`config.mk`:
```
export PLATFORM = sky130hd
export DESIGN_NAME = filled_circle_span_generator
export DESIGN_NICKNAME = d
export VERILOG_FILES = /design/src/rtl/fcsg_pkg.sv /design/src/rtl/fcsg_ctrl.sv /design/src/rtl/fcsg_datapath.sv /design/src/rtl/filled_circle_span_generator.sv
export SDC_FILE = /design/constraint.sdc
export NUM_CORES = 1
export LEC_CHECK = 0
export BUFFER_PORTS_ARGS = -buffer_cell sky130_fd_sc_hd__buf_2
export CORE_ASPECT_RATIO = 0.9
export CORE_MARGIN = 4
export CORE_UTILIZATION = 55
export CTS_BUF_LIST = sky130_fd_sc_hd__clkbuf_16
export CTS_CLUSTER_SIZE = 28
export DETAILED_ROUTE_END_ITERATION = 8
export HOLD_SLACK_MARGIN = 0.15
export PLACE_DENSITY = 0.83
export SLEW_MARGIN = 40
export SYNTH_ARGS = -nofsm -noshare
export SYNTH_HDL_FRONTEND = slang
export SYNTH_SLANG_ARGS = --single-unit
export TNS_END_PERCENT = 100
```
`constraint.sdc`:
```
create_clock -name clk -period 12.3 [get_ports clk]
set_clock_uncertainty 0.1 [all_clocks]
set_input_delay 0 -clock clk [delete_from_list [all_inputs] [get_ports clk]]
set_output_delay 0 -clock clk [all_outputs]
set_load 0.05 [all_outputs]
```
`src/rtl/fcsg_pkg.sv`:
```
// Package: shared types, constants and tables of the filled circle span generator.
`default_nettype none

package fcsg_pkg;

  localparam int MAX_RADIUS = 31;
  localparam int COORD_W    = 16;
  localparam int RAD_W      = 5;
  localparam int LEN_W      = 6;
  localparam int SQ_W       = 11;
  localparam int CNT_W      = 6;
  localparam logic [CNT_W-1:0] MAX_SPANS = 6'd63;

  typedef struct packed {
    logic [COORD_W-1:0] center_x;
    logic [COORD_W-1:0] center_y;
    logic [RAD_W-1:0]   radius;
    logic [COORD_W-1:0] fill_color;
  } circle_t;

  typedef struct packed {
    logic [COORD_W-1:0] span_x_start;
    logic [COORD_W-1:0] span_x_end;
    logic [COORD_W-1:0] span_row;
    logic [LEN_W-1:0]   span_length;
    logic [COORD_W-1:0] span_color;
    logic               last_span;
  } span_t;

  // Which span of a circle the datapath builds
  typedef enum logic [2:0] {
    KIND_CENTER,
    KIND_OUTER_P,
    KIND_OUTER_M,
    KIND_INNER_P,
    KIND_INNER_M
  } span_kind_t;

  typedef struct packed {
    logic       load;
    logic       gen;
    span_kind_t kind;
    logic       dec_x;
    logic       inc_i;
    logic       flush;
  } fcsg_cmd_t;

  typedef struct packed {
    logic radius_zero;
    logic shrink;
    logic x_gt_imax;
    logic i_last;
  } fcsg_stat_t;

  typedef logic [RAD_W-1:0] imax_tab_t [MAX_RADIUS+1];

  // Step limit per radius: floor(r * 0.707) + 1
  function automatic imax_tab_t build_imax_tab();
    imax_tab_t tab;
    for (int k = 0; k <= MAX_RADIUS; k++) begin
      tab[k] = RAD_W'((k * 707) / 1000 + 1);
    end
    return tab;
  endfunction

  localparam imax_tab_t IMAX_TAB = build_imax_tab();

endpackage

`default_nettype wire

```
`src/rtl/fcsg_ctrl.sv`:
```
// Controller: sequences the spans of one circle.
`default_nettype none

module fcsg_ctrl
  import fcsg_pkg::*;
(
  input  wire logic       clk,
  input  wire logic       rst,
  input  wire logic       start,
  input  wire fcsg_stat_t stat,
  output fcsg_cmd_t       cmd,
  output logic            busy
);

  typedef enum logic [2:0] {
    S_IDLE,
    S_CENTER,
    S_TEST,
    S_OUTER_P,
    S_OUTER_M,
    S_INNER_P,
    S_INNER_M,
    S_FLUSH
  } state_t;

  state_t state;

  always_ff @(posedge clk) begin
    if (rst) begin
      state <= S_IDLE;
      busy  <= 1'b0;
    end else begin
      case (state)
        S_IDLE: begin
          if (start && !stat.radius_zero) begin
            state <= S_CENTER;
            busy  <= 1'b1;
          end
        end
        S_CENTER: state <= S_TEST;
        S_TEST: begin
          if (stat.shrink && stat.x_gt_imax) begin
            state <= S_OUTER_P;
          end else begin
            state <= S_INNER_P;
          end
        end
        S_OUTER_P: state <= S_OUTER_M;
        S_OUTER_M: state <= S_INNER_P;
        S_INNER_P: state <= S_INNER_M;
        S_INNER_M: begin
          if (stat.i_last) begin
            state <= S_FLUSH;
          end else begin
            state <= S_TEST;
          end
        end
        S_FLUSH: begin
          state <= S_IDLE;
          busy  <= 1'b0;
        end
        default: begin
          state <= S_IDLE;
          busy  <= 1'b0;
        end
      endcase
    end
  end

  always_comb begin
    cmd = '0;
    cmd.kind = KIND_CENTER;
    case (state)
      S_IDLE:    cmd.load = start;
      S_CENTER:  cmd.gen = 1'b1;
      S_TEST:    cmd.dec_x = stat.shrink && !stat.x_gt_imax;
      S_OUTER_P: begin
        cmd.gen  = 1'b1;
        cmd.kind = KIND_OUTER_P;
      end
      S_OUTER_M: begin
        cmd.gen   = 1'b1;
        cmd.kind  = KIND_OUTER_M;
        cmd.dec_x = 1'b1;
      end
      S_INNER_P: begin
        cmd.gen  = 1'b1;
        cmd.kind = KIND_INNER_P;
      end
      S_INNER_M: begin
        cmd.gen   = 1'b1;
        cmd.kind  = KIND_INNER_M;
        cmd.inc_i = !stat.i_last;
      end
      S_FLUSH:   cmd.flush = 1'b1;
      default:   cmd = '0;
    endcase
  end

endmodule

`default_nettype wire

```
`src/rtl/fcsg_datapath.sv`:
```
// Datapath: circle step registers, span builder, one-span hold and result register.
`default_nettype none

module fcsg_datapath
  import fcsg_pkg::*;
(
  input  wire logic      clk,
  input  wire logic      rst,
  input  wire circle_t   circle,
  input  wire fcsg_cmd_t cmd,
  output fcsg_stat_t     stat,
  output span_t          span,
  output logic           span_valid
);

  logic [COORD_W-1:0] cx, cy, color;
  logic [RAD_W-1:0]   x, i, imax;
  logic [SQ_W-1:0]    sqmax;
  logic [CNT_W-1:0]   count;
  span_t              pend;
  logic               pend_valid;

  logic [SQ_W-1:0]    i_sq, x_sq;
  logic [SQ_W-1:0]    sq_sum;
  logic [RAD_W-1:0]   i_m1;
  span_t              new_span;
  logic               new_ok;

  assign i_sq   = SQ_W'(i) * SQ_W'(i);
  assign x_sq   = SQ_W'(x) * SQ_W'(x);
  assign sq_sum = i_sq + x_sq;
  assign i_m1   = i - 5'd1;

  assign stat.radius_zero = (circle.radius == '0);
  assign stat.shrink      = (sq_sum > sqmax);
  assign stat.x_gt_imax   = (x > imax);
  assign stat.i_last      = (i == imax);

  always_comb begin
    new_span = '0;
    new_span.span_color = color;
    case (cmd.kind)
      KIND_OUTER_P, KIND_OUTER_M: begin
        new_span.span_x_start = cx - COORD_W'(i_m1);
        new_span.span_length  = {i_m1, 1'b0};
        new_span.span_row     = (cmd.kind == KIND_OUTER_P) ? cy + COORD_W'(x)
                                                           : cy - COORD_W'(x);
      end
      KIND_INNER_P: begin
        new_span.span_x_start = cx - COORD_W'(x);
        new_span.span_length  = {x, 1'b0};
        new_span.span_row     = cy + COORD_W'(i);
      end
      KIND_INNER_M: begin
        new_span.span_x_start = cx - COORD_W'(x);
        new_span.span_length  = {x, 1'b0};
        new_span.span_row     = cy - COORD_W'(i);
      end
      default: begin
        new_span.span_x_start = cx - COORD_W'(x);
        new_span.span_length  = {x, 1'b0};
        new_span.span_row     = cy;
      end
    endcase
    new_span.span_x_end = new_span.span_x_start + COORD_W'(new_span.span_length)
                          - 16'd1;
    new_ok = cmd.gen && (new_span.span_length != '0) && (count != MAX_SPANS);
  end

  // Circle registers
  always_ff @(posedge clk) begin
    if (cmd.load) begin
      cx    <= circle.center_x;
      cy    <= circle.center_y;
      color <= circle.fill_color;
      x     <= circle.radius;
      i     <= 5'd1;
      imax  <= IMAX_TAB[circle.radius];
      sqmax <= SQ_W'(circle.radius) * SQ_W'(circle.radius) + SQ_W'(circle.radius >> 1);
    end else begin
      if (cmd.dec_x && x != '0) begin
        x <= x - 5'd1;
      end
      if (cmd.inc_i) begin
        i <= i + 5'd1;
      end
    end
  end

  always_ff @(posedge clk) begin
    if (cmd.load) begin
      count <= '0;
    end else if (new_ok) begin
      count <= count + 6'd1;
    end
  end

  // Hold one span back so the final one can be marked
  always_ff @(posedge clk) begin
    if (rst) begin
      pend_valid <= 1'b0;
      span_valid <= 1'b0;
    end else begin
      span_valid <= 1'b0;
      if (new_ok) begin
        pend       <= new_span;
        pend_valid <= 1'b1;
        if (pend_valid) begin
          span       <= pend;
          span_valid <= 1'b1;
        end
      end else if (cmd.flush) begin
        pend_valid <= 1'b0;
        if (pend_valid) begin
          // last_span is the lowest bit of the packed span
          span       <= {pend[$bits(span_t)-1:1], 1'b1};
          span_valid <= 1'b1;
        end
      end
    end
  end

endmodule

`default_nettype wire

```
`src/rtl/filled_circle_span_generator.sv`:
```
// Top level of the filled circle span generator.
`default_nettype none

// Channel   Ports                      Transaction
// -------   -------------------------  ------------------------------------------
// circle    start, busy, circle        taken at a rising edge with start & !busy
// span      span_valid, span           one span per strobe cycle, cannot be held
//
// Sequence: the center row, then per step of i a test state, an outer row pair when
//   x has to shrink and x > imax = floor(0.707r)+1, and an inner row pair. The
//   controller walks one span per cycle in its span states.
// Radius zero: the transaction is taken and busy never rises; no span is emitted.
// Reset: rst clears the controller and the result strobe; payload registers hold.
// Stalls: the receiver cannot stall; each span leaves when the next kept one is
//   built, the last one after the flush state that marks it.
module filled_circle_span_generator
  import fcsg_pkg::*;
(
  input  wire logic    clk,
  input  wire logic    rst,
  input  wire logic    start,
  output logic         busy,
  input  wire circle_t circle,
  output logic         span_valid,
  output span_t        span
);

  fcsg_cmd_t  cmd;
  fcsg_stat_t stat;

  // Sequence center row, outer row pairs and inner row pairs
  fcsg_ctrl u_ctrl (
    .clk   (clk),
    .rst   (rst),
    .start (start),
    .stat  (stat),
    .cmd   (cmd),
    .busy  (busy)
  );

  // Hold the circle, advance x and i, build and drop spans, mark the last one
  fcsg_datapath u_dp (
    .clk        (clk),
    .rst        (rst),
    .circle     (circle),
    .cmd        (cmd),
    .stat       (stat),
    .span       (span),
    .span_valid (span_valid)
  );

  // A span that is not the last must leave the block still working on its circle
  a_more_pending: assert property (@(posedge clk) disable iff (rst)
    span_valid && !span.last_span |-> busy)
    else $error("non-final span emitted with block idle");

  // Zero-length spans are dropped and lengths stay within the diameter
  a_len_range: assert property (@(posedge clk) disable iff (rst)
    span_valid |-> (span.span_length != '0) && (span.span_length <= 6'd62))
    else $error("span length out of range");

  // End column follows start column and length
  a_end_col: assert property (@(posedge clk) disable iff (rst)
    span_valid |-> span.span_x_end ==
      span.span_x_start + COORD_W'(span.span_length) - 16'd1)
    else $error("span end column mismatch");

  // Zero radius never makes the block busy
  a_zero_radius: assert property (@(posedge clk) disable iff (rst)
    start && !busy && (circle.radius == '0) |=> !busy)
    else $error("zero radius made the block busy");

endmodule

`default_nettype wire

```
# Word-level counts from Yosys, hierarchy flattened
# Memories as Yosys holds them, arrays and structs flattened. A register that Yosys moved wholly into a read port is not among the register bits.
# Index checks and enable logic that the tools add are counted.
totals:
  rom_bits: 160
  ff_bits: 222
  n_memories: 1
  wordCells: 105
  inputBits: 56
  out_inout_bits: 73
classes:
  n_lt_le_gt_ge: 2
  addsub: 14
  n_reduce_logical: 21
  eq_ne: 14
  n_mul: 3
  mux: 26
  n_bitwise: 2
memory_table:
  columns: ["memory", "depth", "width", "rd", "rd_clocked_by_memory_dff", "write_ports", "line_no", "text"]
  rows:
  - ["(name not given)", 32, 5, 1, 1, 0, "fcsg_datapath.sv:78", "imax <= IMAX_TAB[circle.radius];"]
ops:
  columns: ["cell", "count"]
  rows:
  - ["71-bit 2-to-1 mux", 4]
  - ["22-bit one-hot mux with 3 select lines", 1]
  - ["16-bit by 5-bit subtractor with 16-bit output", 4]
  - ["16-bit by 5-bit adder with 16-bit output", 2]
  - ["16-bit 2-to-1 mux", 2]
  - ["5-bit by 5-bit multiplier with 10-bit output", 3]
  - ["3-bit one-hot mux with 8 select lines", 1]
  - ["16-bit by 6-bit adder with 16-bit output", 1]
  - ["16-bit by 1-bit subtractor with 16-bit output, second input constant", 1]
  - ["3-bit equality test, second input constant", 5]
  - ["3-bit by 2-bit equality test with 1-bit output, second input constant", 4]
  - ["3-bit one-hot mux with 4 select lines", 1]
  - ["10-bit by 10-bit adder with 11-bit output", 1]
  - ["10-bit by 4-bit adder with 11-bit output", 1]
  - ["11-bit > comparator", 1]
  - ["1-bit 2-to-1 mux", 10]
  - ["5-bit 2-to-1 mux", 2]
  - ["5-bit by 1-bit subtractor with 5-bit output, second input constant", 2]
  - ["3-bit 2-to-1 mux", 3]
  - ["6-bit by 1-bit adder with 6-bit output, second input constant", 1]
  - ["3-bit by 1-bit equality test with 1-bit output, second input constant", 2]
  - ["1-bit logical AND", 6]
  - ["6-bit != test, second input constant", 1]
  - ["5-bit NOT with 6-bit output", 1]
  - ["other kinds (16)", 22]

# Longest topological paths before layout
depth:
  depth_word: 10
  depth_mapped: 26
  mapped_depth_nobuf: 25

# By module
# From an unflattened synthesis, not the netlist that was laid out.
unflattened:
  hier_cells: 1098
  area_unflattened_um2: 12824.8
modules_own_cells:
  columns: ["mod", "area_each_um2", "cells_each", "n_inst", "seq_area_each_um2"]
  rows:
  - ["fcsg_datapath", 12519.5, 1062, 1, 6506.2]
  - ["fcsg_ctrl", 305.3, 36, 1, 80.1]

# Least setup slack after synthesis
# OpenSTA, ideal clock, no wires.
synth_path:
  path_type: "register -> register"
  startpoint: "reg u_dp.x[3]"
  endpoint: "reg u_dp.x[0], enable pin"
  slack_ns: 6.191
  arrival_ns: 5.632
  stages_incl_launch_ff: 25
  setup_ns: 0.377
  synth_period_minus_slack_ns: 6.109
  cell_sequence: "edfxtp_1 > clkbuf_1 > nand2_1 > inv_1 > fa_1 > fa_1 > inv_1 > fa_1 > inv_1 > fa_1 > fa_1 > ha_1 > a21oi_1 > nor2_1 > nor2_1 > o21bai_1 > a21oi_1 > o21ai_0 > xor2_1 > ha_1 > nand4_1 > nor3_1 > a21oi_1 > nand2_1 > o32ai_1"
synth_via:
  elab_chain_len: 7
synth_rtl:
  columns: ["element", "line_no", "text"]
  rows:
  - ["start: declaration", "fcsg_datapath.sv:17", "logic [RAD_W-1:0] x, i, imax;"]
  - ["start signal: assignment", "fcsg_datapath.sv:76", "x <= circle.radius;"]
  - ["start signal: assignment", "fcsg_datapath.sv:82", "x <= x - 5'd1;"]
  - ["5-bit by 5-bit multiplier with 10-bit output", "fcsg_datapath.sv:30", "assign x_sq = SQ_W'(x) * SQ_W'(x);"]
  - ["10-bit by 10-bit adder with 11-bit output", "fcsg_datapath.sv:31", "assign sq_sum = i_sq + x_sq;"]
  - ["11-bit > comparator", "fcsg_datapath.sv:35", "assign stat.shrink = (sq_sum > sqmax);"]
  - ["1-bit logical AND", "fcsg_ctrl.sv:76", "S_TEST: cmd.dec_x = stat.shrink && !stat.x_gt_imax;"]
  - ["1-bit one-hot mux with 2 select lines", "fcsg_ctrl.sv:73", "case (state)"]
  - ["1-bit logical AND *", "fcsg_datapath.sv:81", "if (cmd.dec_x && x != '0) begin"]
  - ["2-bit nonzero test (no line) *", null, null]
# Mark *: on every way between the ends. The rest lies on a longest branch, timed or not.
# A chain may end at the register's enable or synchronous reset.

# Worst setup path in the final report
layout_path:
  startpoint: "reg u_dp.x[3]"
  endpoint: "reg u_dp.x[3], enable pin"
# Same word-level chain as after synthesis.

==> flow_summary.toml <==
[routing]
dr.pass1.iters = 6
wl_per_cell_um = 17.58
wl_um = 28270
drc_errors = 0
drt_iter0_drc = 796
vias = 9012
via_per_inst = 5.604
ant_nets = 0

[setup_path]
start_kind = "flop"
crit_family = "adder cells"
cp-startpoint = "u_dp.x[3]"
slowest_delay_ns = 0.73
worst-path-max-fanout = 17
slowest_stage = "edfxtp_1"
timing.rr.start = "u_dp.x[3]"
crit_path_end_kind = "flop"
crit_type = "flop to flop"
crit_chain = "nand2_1 -> inv_1 -> fa_1 -> fa_1 -> inv_1 -> fa_1 -> inv_1 -> fa_1 -> fa_1 -> ha_1 -> a21oi_1 -> nor2_1 -> nor2_1 -> o21bai_1 -> a21oi_1 -> o21ai_0 -> xor2_1 -> ha_1 -> nand4_1 -> nor3_1 -> a21oi_1 -> nand2_1 -> o32ai_1"
crit_path_frequent_cell = "fa_1"
arrival_ns = 6.70
required_ns = 12.36
path_buf_inv = 3

[clock_tree]
postCtsSetupBuffers = 0
clock_sinks = 225
cts-buffers-inserted = 22
clk_latency_ns = 0.53
clkTransAtPathRegs_ns = 0.06
cts_tree = "done"
cts-root-buf = "clkbuf_16"
cts_max_level = 1
clockBufferDepth = 3

[logic_synthesis]
synth_nets = 1263
netlist.area_leader.share = 0.5001
synth_area_leaders = "edfxtp_1 (50%), ha_1 (11%), fa_1 (5.0%)"
syn_area_sq_mm = 0.01249
ys_async_sr_fraction = 0
yosysUniqueCellTypes = 70
ys_seq_area_frac = 0.5273
synth_edf_count = 208
syn_area_per_cell_sq_um = 11.74
synth_seq_cells = 225
yosys_warnings = 0
synth_cells = 1064
synth_ff_type = "edfxtp_1"
synth_area_leader_cell = "edfxtp_1"

[timing]
worst_pin_slew_ns = 0.8012
slew_violations = 0
clock.fmax_mhz = 150.5
relSlewSlack = 0.4652
rsz0062_at_grt = "no"
final_period_minus_worst_setup_slack_ns = 6.645
setup_viol = 0
final.period_utilization = 0.5402
fin_setup_tns_ns = 0
hold_violations = 0

[final_layout]
nets = 1499
final_common_cell = "edfxtp_1"
utilization = 0.6781
diodes = 0
finalInstanceArea_sq_mm = 0.01522
layoutNonFillerInstCount = 1608
area_growth_pct = 21.87
drive_gt1_frac = 0.1388
layout_common_cells = "edfxtp_1 (208), buf_2 (127), inv_1 (122)"

[global_route]
grt_max_degree = 71
grt_util_all_layers = 0.2177
met2_usage = 0.3775
grt_pass1_vias = 8607
grtUsageMet1 = 0.2789
antenna_found_initial = 0
grt-ovfl-total = 0
grt-busiest-layer = "met2"
grt_pass1_wl_um = 44290
grtUsageMet3 = 0.04201

[hold_path]
min_from = "rst"
min_path_type = "input port to flop"

[place]
place_hpwl_um = 18620
routabilityCongestion = 0.9235
dpl_cell_area_sq_mm = 0.01346
dpl.cell_count = 1465
numPortBuffers = 127

[pwr]
leakage_nw = 6.384
powerDensity_mw_per_mm2 = 300.6
p_total_mw = 4.575
ir_drop_uv = 190.5

[run_status]
status = "complete, no violations"

[floorplan]
core_sq_mm = 0.02245
boundaryPins = 129
die_area_sq_mm = 0.02519
placementRows = 52
die_x_um = 166.8
die_h_um = 151.0
start_util = 0.5564

[flow_run]
drv_cap = 0
## layer usage
layer | share of wire | vias to the layer above
li1 | - | 4239
met1 | 0.40 | 4281
met2 | 0.49 | 401
met3 | 0.078 | 91
met4 | 0.037 | 0
met5 | 0 | -
## worst reg2reg max path: stages, from the launching register on
cell and delay (ns):
edfxtp_1 0.73, nand2_1 0.21, inv_1 0.11, fa_1 0.44
fa_1 0.54, inv_1 0.05, fa_1 0.52, inv_1 0.05
fa_1 0.56, fa_1 0.42, ha_1 0.34, a21oi_1 0.16
nor2_1 0.05, nor2_1 0.17, o21bai_1 0.09, a21oi_1 0.24
o21ai_0 0.17, xor2_1 0.17, ha_1 0.30, nand4_1 0.12
nor3_1 0.06, a21oi_1 0.11, nand2_1 0.14, o32ai_1 0.41
## kinds of logic after synthesis
logic type	count (synthesis)	synth area share
xor gates and xnor gates	73	0.05119
muxes	13	0.01192
and+or+nand+nor	237	0.09247
buffers and inverters	155	0.04709
AOI/OAI and AO/OA	217	0.1078
other	1	0.0003003
adders and majority gates	143	0.1619
DFF	225	0.5273
## Yosys cell counts, types with 5 or more instances
library cell / number
and3_1: 5
inv_1: 121
or3_1: 5
a22oi_1: 5
o21a_1: 9
a21o_1: 17
nand2_1: 64
o21ai_0: 41
and2_1: 6
fa_1: 31
o211ai_1: 7
edfxtp_1: 208
nor2_1: 75
o22ai_1: 7
a31oi_1: 7
xnor2_1: 50
ha_1: 112
o21bai_1: 8
mux2i_1: 10
nand3_1: 13
dfxtp_1: 17
a211oi_1: 5
xor2_1: 23
clkbuf_1: 21
o21ai_1: 12
nor3_1: 12
nor2b_1: 16
nand4_1: 7
a21oi_1: 70
nand2b_1: 11
## sequential cells by signal (all words and copies together), names as in the netlist
| name | count |
|---|---|
| u_dp.count | 6 |
| u_ctrl.busy | 1 |
| u_dp.imax | 5 |
| u_dp.x | 5 |
| u_dp.cy | 16 |
| u_ctrl.state | 3 |
| u_dp.span_valid | 1 |
| u_dp.color | 16 |
| u_dp.pend_valid | 1 |
| u_dp.pend | 69 |
| u_dp.cx | 16 |
| u_dp.span | 70 |
| u_dp.i | 5 |
| u_dp.sqmax | 11 |
## repair_timing
action	4_1_cts	5_1_grt
hold buffers	108	0
hold endpoints to repair	74	0
gates resized for setup	0	0
## per-stage QoR
step           setup WS [ns]  hold slack (ns)
2_1_floorplan          6.191         -0.02762
3_3_place_gp           5.867          0.07685
3_5_place_dp           5.735          0.07809
4_1_cts                5.712           0.2018
5_1_grt                5.366           0.2421
6_report               5.655           0.2002
## area by class of cell
| class | count | area (sq um) |
|---|---|---|
| Fill cell | 1576 | 7226 |
| Inverter | 127 | 476.7 |
| Sequential cell | 225 | 6588 |
| Tap cell | 297 | 371.6 |
| Multi-Input combinational cell | 684 | 5334 |
| Clock buffer | 22 | 550.5 |
| Clock inverter | 13 | 130.1 |
| Timing Repair Buffer | 240 | 1770 |
## power by group
| part | internal, mW | leakage, nW | switching [mW] | total, mW |
|---|---|---|---|---|
| Combinational | 1.06 | 3.98 | 1.55 | 2.61 |
| Clock | 0.368 | 0.338 | 0.287 | 0.655 |
| Sequential | 1.18 | 2.06 | 0.126 | 1.31 |
| Total | 2.61 | 6.38 | 1.96 | 4.57 |
## path summary, 6_finish.rpt
kind	slack, ns	end	cells after the start
worst min register to register	0.32	u_dp.span[18]	0
worst max register to register	5.66	u_dp.x[3]	23
worst min-delay path	0.20	u_dp.pend_valid	3
worst max-delay path	5.66	u_dp.x[3]	23
Note: power is estimated with default switching activity, not from simulation.
